File: config.mk
export PLATFORM = sky130hd
export DESIGN_NAME = moving_average_clamp_filter_flat
export DESIGN_NICKNAME = d
export VERILOG_FILES = /design/src/macf_pkg.sv /design/src/macf_ifs.sv /design/src/macf_window.sv /design/src/macf_div10.sv /design/src/moving_average_clamp_filter.sv /design/src/flat_wrapper.sv
export VERILOG_INCLUDE_DIRS = /design/src /design/src/src
export SDC_FILE = /design/constraint.sdc
export NUM_CORES = 1
export LEC_CHECK = 0
export BUFFER_PORTS_ARGS = -buffer_cell sky130_fd_sc_hd__clkbuf_2
export CELL_PAD_IN_SITES_DETAIL_PLACEMENT = 0
export CELL_PAD_IN_SITES_GLOBAL_PLACEMENT = 1
export CORE_MARGIN = 2
export CORE_UTILIZATION = 53
export DETAILED_ROUTE_END_ITERATION = 12
export HOLD_SLACK_MARGIN = 0.03
export PLACE_DENSITY = 0.86
export SLEW_MARGIN = 20
export SYNTH_ARGS = -nofsm -noshare
export SYNTH_HDL_FRONTEND = slang
export SYNTH_SLANG_ARGS = --single-unit
File: constraint.sdc
create_clock -name i_clk -period 9.7 [get_ports i_clk]
set_input_delay 2.425 -clock i_clk [delete_from_list [all_inputs] [get_ports i_clk]]
set_output_delay 2.425 -clock i_clk [all_outputs]
set_load 0.01 [all_outputs]
File: src/assert_macros.svh
// ----------------------------------------------------------------------------
// Assertion macros
// Concurrent assertion wrappers for the moving average clamp filter.
// ----------------------------------------------------------------------------
`ifndef ASSERT_MACROS_SVH
`define ASSERT_MACROS_SVH

`ifndef NO_ASSERTIONS

// Check that whenever a holds, b holds in the same cycle.
`define ASSERT_SAME(label, clk, rst_n, a, b, msg) \
    label: assert property (@(posedge clk) disable iff (!rst_n) (a) |-> (b)) \
        else $error(msg);

// Check that whenever a holds, b holds in the next cycle.
`define ASSERT_NEXT(label, clk, rst_n, a, b, msg) \
    label: assert property (@(posedge clk) disable iff (!rst_n) (a) |=> (b)) \
        else $error(msg);

`else

`define ASSERT_SAME(label, clk, rst_n, a, b, msg)
`define ASSERT_NEXT(label, clk, rst_n, a, b, msg)

`endif

`endif

File: src/macf_pkg.sv
// ----------------------------------------------------------------------------
// macf_pkg
// Types and constants shared by the moving average clamp filter.
// ----------------------------------------------------------------------------
package macf_pkg;

    localparam int WINDOW_LOG2 = 4;
    localparam int WINDOW_LEN  = 1 << WINDOW_LOG2;

    localparam int SAMPLE_W = 16;
    localparam int SUM_W    = SAMPLE_W + WINDOW_LOG2;
    localparam int LIMIT_W  = 13;
    localparam int INDEX_W  = 2;

    // x / 10 == (x * 52429) >> 19 for every 16-bit unsigned x
    localparam int                  DIV10_SHIFT = 19;
    localparam logic [SAMPLE_W-1:0] DIV10_MUL   = 16'd52429;

    // Configuration register indexes
    localparam logic [INDEX_W-1:0] REG_LIMIT_MIN = 2'd0;
    localparam logic [INDEX_W-1:0] REG_LIMIT_MAX = 2'd1;

    localparam logic signed [LIMIT_W-1:0] LIMIT_MIN_RESET = -13'sd3277;
    localparam logic signed [LIMIT_W-1:0] LIMIT_MAX_RESET = 13'sd3276;

    typedef logic signed [SAMPLE_W-1:0] t_sample;
    typedef logic signed [SUM_W-1:0]    t_sum;
    typedef logic signed [LIMIT_W-1:0]  t_limit;
    typedef logic [WINDOW_LOG2-1:0]     t_ptr;
    typedef logic [INDEX_W-1:0]         t_index;

    // Value headed for the divider, with its warm-up status
    typedef struct packed {
        t_sample value;
        logic    settled;
    } t_window_item;

    // Quotient headed for the clamp
    typedef struct packed {
        t_limit quot;
        logic   settled;
    } t_div_item;

endpackage

File: src/macf_ifs.sv
// ----------------------------------------------------------------------------
// macf channel interfaces
// Valid/ready channels for samples, results and configuration writes.
// ----------------------------------------------------------------------------
interface macf_sample_if;
    import macf_pkg::*;
    logic    valid;
    logic    ready;
    t_sample sample;

    modport source (output valid, output sample, input ready);
    modport sink   (input valid, input sample, output ready);
endinterface

interface macf_result_if;
    import macf_pkg::*;
    logic   valid;
    logic   ready;
    t_limit average;
    logic   settled;

    modport source (output valid, output average, output settled, input ready);
    modport sink   (input valid, input average, input settled, output ready);
endinterface

interface macf_cfg_if;
    import macf_pkg::*;
    logic   valid;
    logic   ready;
    t_index index;
    t_limit data;

    modport source (output valid, output index, output data, input ready);
    modport sink   (input valid, input index, input data, output ready);
endinterface

File: src/macf_window.sv
// ----------------------------------------------------------------------------
// macf_window
// Sample ring, running sum and warm-up tracking; first pipeline stage.
// ----------------------------------------------------------------------------
module macf_window (
    input  logic                   i_clk,
    input  logic                   i_rst_n,
    input  logic                   i_en,
    input  logic                   i_valid,
    input  macf_pkg::t_sample      i_sample,
    output logic                   o_valid,
    output macf_pkg::t_window_item o_item,
    output logic                   o_full
);
    import macf_pkg::*;

    t_sample      r_store [WINDOW_LEN];
    t_ptr         r_ptr;
    logic         r_full;
    t_sum         r_sum;
    logic         r_valid;
    t_window_item r_item;

    logic    w_fire;
    t_sample w_old;
    t_sum    n_sum;
    t_sum    w_shifted;

    assign w_fire = i_en && i_valid;

    // Entries not yet written are only ever read during warm-up: read zero then
    assign w_old     = r_full ? r_store[r_ptr] : '0;
    assign n_sum     = r_sum - SUM_W'(w_old) + SUM_W'(i_sample);
    assign w_shifted = n_sum >>> WINDOW_LOG2;

    always_ff @(posedge i_clk) begin
        if (!i_rst_n) begin
            r_ptr   <= '0;
            r_full  <= 1'b0;
            r_sum   <= '0;
            r_valid <= 1'b0;
        end else begin
            if (i_en) begin
                r_valid <= i_valid;
            end
            if (w_fire) begin
                r_ptr <= r_ptr + 1'b1;
                r_sum <= n_sum;
                if (r_ptr == t_ptr'(WINDOW_LEN - 1)) begin
                    r_full <= 1'b1;
                end
            end
        end
    end

    always_ff @(posedge i_clk) begin
        if (w_fire) begin
            r_store[r_ptr] <= i_sample;
            r_item.settled <= r_full;
            r_item.value   <= r_full ? t_sample'(w_shifted) : i_sample;
        end
    end

    assign o_valid = r_valid;
    assign o_item  = r_item;
    assign o_full  = r_full;

endmodule

File: src/macf_div10.sv
// ----------------------------------------------------------------------------
// macf_div10
// Signed divide by ten, truncating toward zero; second pipeline stage.
// ----------------------------------------------------------------------------
module macf_div10 (
    input  logic                   i_clk,
    input  logic                   i_rst_n,
    input  logic                   i_en,
    input  logic                   i_valid,
    input  macf_pkg::t_window_item i_item,
    output logic                   o_valid,
    output macf_pkg::t_div_item    o_item
);
    import macf_pkg::*;

    logic                      r_valid;
    t_div_item                 r_item;
    logic [SAMPLE_W-1:0]       w_mag;
    logic [2*SAMPLE_W-1:0]     w_prod;
    t_limit                    w_quot;

    // Divide the magnitude, then restore the sign
    assign w_mag  = i_item.value[SAMPLE_W-1] ? SAMPLE_W'(-i_item.value)
                                             : SAMPLE_W'(i_item.value);
    assign w_prod = (2*SAMPLE_W)'(w_mag) * (2*SAMPLE_W)'(DIV10_MUL);
    assign w_quot = t_limit'(w_prod[DIV10_SHIFT +: LIMIT_W]);

    always_ff @(posedge i_clk) begin
        if (!i_rst_n) begin
            r_valid <= 1'b0;
        end else if (i_en) begin
            r_valid <= i_valid;
        end
    end

    always_ff @(posedge i_clk) begin
        if (i_en && i_valid) begin
            r_item.quot    <= i_item.value[SAMPLE_W-1] ? -w_quot : w_quot;
            r_item.settled <= i_item.settled;
        end
    end

    assign o_valid = r_valid;
    assign o_item  = r_item;

endmodule

File: src/moving_average_clamp_filter.sv
// ----------------------------------------------------------------------------
// moving_average_clamp_filter
// Boxcar moving average of temperature samples, scaled and clamped.
// ----------------------------------------------------------------------------
// Takes one signed sample (tenths of a degree) per transfer and returns one
// result per sample, in order, in whole degrees. The first 16 samples fill the
// window and are passed through divided by ten with settled low; from the 17th
// sample on, the result is the floor of the window mean divided by ten
// (toward zero) with settled high. Every result is raised to limit_min, then
// lowered to limit_max (register 0 and 1 of the configuration channel; only
// write them while no sample is in flight). The block sustains one sample per
// clock while the output does not stall: a running sum replaces the window
// loop, so each sample needs one read and one write of the ring. Three
// register stages sit between input and output: ring/sum stage, divide-by-ten
// multiplier stage, clamp/output register. A stalled output backs up the
// stages; input ready stays high whenever any stage has room.
// ----------------------------------------------------------------------------
module moving_average_clamp_filter (
    input  logic                 i_clk,
    input  logic                 i_rst_n,
    macf_sample_if.sink          i_sample,
    macf_result_if.source        o_result,
    macf_cfg_if.sink             i_cfg
);
    import macf_pkg::*;

    `include "assert_macros.svh"

    t_limit       r_limit_min;
    t_limit       r_limit_max;

    logic         w_en1;
    logic         w_en2;
    logic         w_en3;

    logic         w_v1;
    t_window_item w_item1;
    logic         w_full;
    logic         w_v2;
    t_div_item    w_item2;

    logic         r_out_valid;
    t_limit       r_average;
    logic         r_settled;
    t_limit       w_raised;
    t_limit       w_clamped;

    // ------------------------------------------------------------------
    // Configuration: always ready, ignore unknown indexes
    // ------------------------------------------------------------------
    assign i_cfg.ready = 1'b1;

    always_ff @(posedge i_clk) begin
        if (!i_rst_n) begin
            r_limit_min <= LIMIT_MIN_RESET;
            r_limit_max <= LIMIT_MAX_RESET;
        end else if (i_cfg.valid) begin
            unique case (i_cfg.index)
                REG_LIMIT_MIN: r_limit_min <= i_cfg.data;
                REG_LIMIT_MAX: r_limit_max <= i_cfg.data;
                default: ;
            endcase
        end
    end

    // ------------------------------------------------------------------
    // Pipeline advance: a stage loads when it is empty or its contents move on
    // ------------------------------------------------------------------
    assign w_en3 = !r_out_valid || o_result.ready;
    assign w_en2 = !w_v2 || w_en3;
    assign w_en1 = !w_v1 || w_en2;

    assign i_sample.ready = w_en1;

    // Stage 1: ring write, running sum, mean or pass-through
    macf_window u_window (
        .i_clk    (i_clk),
        .i_rst_n  (i_rst_n),
        .i_en     (w_en1),
        .i_valid  (i_sample.valid),
        .i_sample (i_sample.sample),
        .o_valid  (w_v1),
        .o_item   (w_item1),
        .o_full   (w_full)
    );

    // Stage 2: divide by ten
    macf_div10 u_div10 (
        .i_clk   (i_clk),
        .i_rst_n (i_rst_n),
        .i_en    (w_en2),
        .i_valid (w_v1),
        .i_item  (w_item1),
        .o_valid (w_v2),
        .o_item  (w_item2)
    );

    // ------------------------------------------------------------------
    // Stage 3: clamp, lower limit first so crossed limits give limit_max
    // ------------------------------------------------------------------
    assign w_raised  = (w_item2.quot < r_limit_min) ? r_limit_min : w_item2.quot;
    assign w_clamped = (w_raised > r_limit_max) ? r_limit_max : w_raised;

    always_ff @(posedge i_clk) begin
        if (!i_rst_n) begin
            r_out_valid <= 1'b0;
        end else if (w_en3) begin
            r_out_valid <= w_v2;
        end
    end

    // Hold the result while the sink stalls
    always_ff @(posedge i_clk) begin
        if (w_en3 && w_v2) begin
            r_average <= w_clamped;
            r_settled <= w_item2.settled;
        end
    end

    assign o_result.valid   = r_out_valid;
    assign o_result.average = r_average;
    assign o_result.settled = r_settled;

    // ------------------------------------------------------------------
    // Assertions
    // ------------------------------------------------------------------
    `ASSERT_SAME(a_settled_needs_full, i_clk, i_rst_n, r_out_valid && r_settled, w_full, "settled result before the window filled")
    `ASSERT_SAME(a_result_in_limits, i_clk, i_rst_n, r_out_valid && (r_limit_min <= r_limit_max), (r_average >= r_limit_min) && (r_average <= r_limit_max), "result outside configured limits")
    `ASSERT_NEXT(a_transfer_loads_stage1, i_clk, i_rst_n, i_sample.valid && i_sample.ready, w_v1, "accepted sample missing from first stage")

endmodule
File: src/flat_wrapper.sv
// flat-port wrapper written by rule: the top's interface ports become plain ports
module moving_average_clamp_filter_flat import macf_pkg::*;
  (i_clk, i_rst_n, i_sample_valid, i_sample_sample, i_sample_ready, o_result_valid, o_result_average, o_result_settled, o_result_ready, i_cfg_valid, i_cfg_index, i_cfg_data, i_cfg_ready);
  macf_sample_if i_sample_i ();
  macf_result_if o_result_i ();
  macf_cfg_if i_cfg_i ();
  input  logic i_clk;
  input  logic i_rst_n;
  input wire logic [$bits(i_sample_i.valid)-1:0] i_sample_valid;
  input wire logic [$bits(i_sample_i.sample)-1:0] i_sample_sample;
  output wire logic [$bits(i_sample_i.ready)-1:0] i_sample_ready;
  output wire logic [$bits(o_result_i.valid)-1:0] o_result_valid;
  output wire logic [$bits(o_result_i.average)-1:0] o_result_average;
  output wire logic [$bits(o_result_i.settled)-1:0] o_result_settled;
  input wire logic [$bits(o_result_i.ready)-1:0] o_result_ready;
  input wire logic [$bits(i_cfg_i.valid)-1:0] i_cfg_valid;
  input wire logic [$bits(i_cfg_i.index)-1:0] i_cfg_index;
  input wire logic [$bits(i_cfg_i.data)-1:0] i_cfg_data;
  output wire logic [$bits(i_cfg_i.ready)-1:0] i_cfg_ready;
  assign i_sample_i.valid = i_sample_valid;
  assign i_sample_i.sample = i_sample_sample;
  assign i_sample_ready = i_sample_i.ready;
  assign o_result_valid = o_result_i.valid;
  assign o_result_average = o_result_i.average;
  assign o_result_settled = o_result_i.settled;
  assign o_result_i.ready = o_result_ready;
  assign i_cfg_i.valid = i_cfg_valid;
  assign i_cfg_i.index = i_cfg_index;
  assign i_cfg_i.data = i_cfg_data;
  assign i_cfg_ready = i_cfg_i.ready;
  moving_average_clamp_filter u_core (.i_clk(i_clk), .i_rst_n(i_rst_n), .i_sample(i_sample_i), .o_result(o_result_i), .i_cfg(i_cfg_i));
endmodule
==> flow_summary.ini <==
[status]
status = finished, final reports clean

[setup_path]
required_ns = 9.97
critPathMaxFanout = 6
worstPathArrival_ns = 8.43
cp-start-kind = flop
critPathKind = reg -> reg
worst_setup_path_end_kind = flop

[cts]
ctsHtreeMaxLevel = 2
cts_setup_buffers = 0
cts_tree = done
cts.repair.resized = 0
cts.root.buffer_cell = clkbuf_16
path_clk_slew_ns = 0.06
clk_latency_ns = 0.54
numCtsBuffers = 36
cts_buffer_depth = 3
ctsHoldBuffers = 0
clock-sinks = 359

[synth]
ys_top_cells_by_count = 301 x edfxtp_1, 248 x inv_1, 182 x ha_1
ys_ff_latch = 359
netlist_area_sq_um = 21010
ys_seq_area_share_pct = 48.54
ys.warnings.count = 0
ys_top_cells_by_area = edfxtp_1 43%, ha_1 11%, fa_1 8.8%, mux4_2 8.5%, dfxtp_1 5.5%
yosysMostFrequentCell = edfxtp_1
synth_flop_cell = edfxtp_1
postSynth.asyncResetShare_pct = 0
synth_cell_types = 62
synth_edf_count = 301
synth_top_area_cell = edfxtp_1
synthCells = 1609
syn_nets = 1919
synth_top_cell_area_share_pct = 43.02
syn_area_per_cell_sq_um = 13.06

[global_routing]
antenna_found_initial = 0
grt-ovfl-total = 0
grt_max_degree = 46
grt_pass1_wl_um = 72060
grt_usage_pct = 22.82
grt_pass1_vias = 13160

[sta]
finalClockSkew_ns = 0.01859
finalWorstSetupSlack_ns = 1.537
max_slew_margin_pct = 36.50
slew_violations = 0
hold_viol_final = 0
fin_setup_tns_ns = 0
setup_violations = 0
period_share_pct = 84.16
tightest_slew_ns = 0.9525
rsz0062_at_grt = no
finalCriticalPeriod_ns = 8.163
max_freq_mhz = 122.5

[drt]
dr.pass1.iters = 4
avgViaCountPerCell = 5.605
ant_nets = 0
via_count = 12440
drtIter0Drc = 728
wl_per_cell_um = 20.40
drc_errors = 0
totalWireLength_um = 45270

[final_layout]
fillers = 3016
n_antenna_cell = 0
final_nets = 1983
syn_to_final_growth_pct = 10.43
drive_gt1_share_pct = 16.23

[worst_hold_path]
timing.hold.worst.class = reg -> reg

[placed_design]
gp_congestion = 0.9021
pre_cts_slack_ns = 1.551
place_hpwl_um = 31130
portBuffers = 51

[floorplan]
core_area_sq_um = 38920
io_pins = 53
die_w_um = 203.1
num_rows = 72
die_h_um = 203.1
start_util_pct = 53.99
dieArea_sq_um = 41260

[flow_run]
cap_violations = 0
metal layers:
metal	vias up	track usage [%]	wire (um)
met5	-	0	0
met4	0	6.778	1173
met3	83	3.451	2407
met2	336	40.17	22960
met1	6195	29.36	18730
li1	5823	-	-
kinds of logic (layout without fill, tap and decap cells):
| family | Yosys count | after routing | synth area share (%) |
|---|---|---|---|
| flops | 359 | 359 | 48.54 |
| buf+inv | 299 | 391 | 5.359 |
| simple gates | 285 | 285 | 6.544 |
| fa+ha+maj | 274 | 274 | 19.60 |
| compound gates | 197 | 197 | 6.240 |
| mux | 114 | 114 | 10.30 |
| xor+xnor | 80 | 80 | 3.400 |
| other cells | 1 | 1 | 0.01785 |
flip-flops by register name, summed over array words and instances, names as in the netlist, named ones only:
name                     flops
u_core.u_window.r_store    256
u_core.o_result.average     13
u_core.u_window.r_sum       20
u_core.r_limit_min          13
u_core.u_window.o_full       1
u_core.r_limit_max          13
u_core.u_div10.o_valid       1
u_core.u_window.r_ptr        4
u_core.u_window.o_valid      1
u_core.u_window.o_item      17
u_core.o_result.valid        1
u_core.o_result.settled      1
u_core.u_div10.o_item       14
final timing paths:
path	startpoint	endpoint	slack, ns	cells after the start
worst max-delay path	u_core.u_window.o_item[1]$_DFFE_PP_	u_core.u_div10.o_item[12]$_DFFE_PP_	1.54	26
worst min-delay path	u_core.u_window.o_item[0]$_DFFE_PP_	u_core.u_div10.o_item[0]$_DFFE_PP_	0.42	0
worst max register to register	u_core.u_window.o_item[1]$_DFFE_PP_	u_core.u_div10.o_item[12]$_DFFE_PP_	1.54	26
worst min register to register	u_core.u_window.o_item[0]$_DFFE_PP_	u_core.u_div10.o_item[0]$_DFFE_PP_	0.42	0
placed cells by master, fill, tap and decap left out, drive strengths merged, types with 18 or more instances in the layout:
master and n:
a21oi 41, xnor2 51, nand2 121, nor2 44
nand2b 19, dfxtp 58, mux2 27, buf 25
o211ai 18, mux4 79, inv 251, o21ai 45
a21boi 31, and2 27, ha 182, xor2 28
edfxtp 301, clkbuf 99, fa 92
layout make-up:
| cell class | count | area [sq um] | area share [%] |
|---|---|---|---|
| clock inverters | 18 | 162.7 | 0.7010 |
| multi-input cells | 951 | 9751 | 42.02 |
| well taps | 518 | 648.1 | 2.793 |
| inverters | 249 | 934.6 | 4.028 |
| repair buffers | 76 | 455.4 | 1.963 |
| clock buffers | 48 | 1047 | 4.513 |
| flip-flops and latches | 359 | 10200 | 43.98 |
per-stage QoR:
step                util [%]  std cells  hold slack [ns]  area [sq um]
floorplan                  -       1609           0.4003         21010
global placement       56.44       2152           0.4040         21960
detailed placement     56.50       2153           0.4045         21990
CTS                    59.61       2219           0.4186         23200
global route           59.62       2219           0.4254         23200
finish                 59.62       2219           0.4174         23200
critical path: stages, from the launching register on:
cell and delay (ns):
edfxtp_1 0.48, inv_1 0.12, nand2_1 0.07, or4_1 0.41
or2_2 0.31, nand2b_1 0.18, or4b_2 0.74, inv_1 0.23
ha_1 0.31, ha_1 0.31, fa_1 0.53, fa_1 0.44
fa_1 0.54, inv_1 0.06, fa_1 0.53, inv_1 0.04
ha_1 0.30, nand2_1 0.08, o21ai_0 0.13, a21oi_1 0.19
o211ai_2 0.20, o22a_2 0.34, nor3b_1 0.15, or4_4 0.52
o21bai_4 0.21, o41ai_2 0.37, xor2_1 0.11
Power is not shown: default switching activity piles up to over one toggle a cycle in this logic, so the estimate is an artifact.
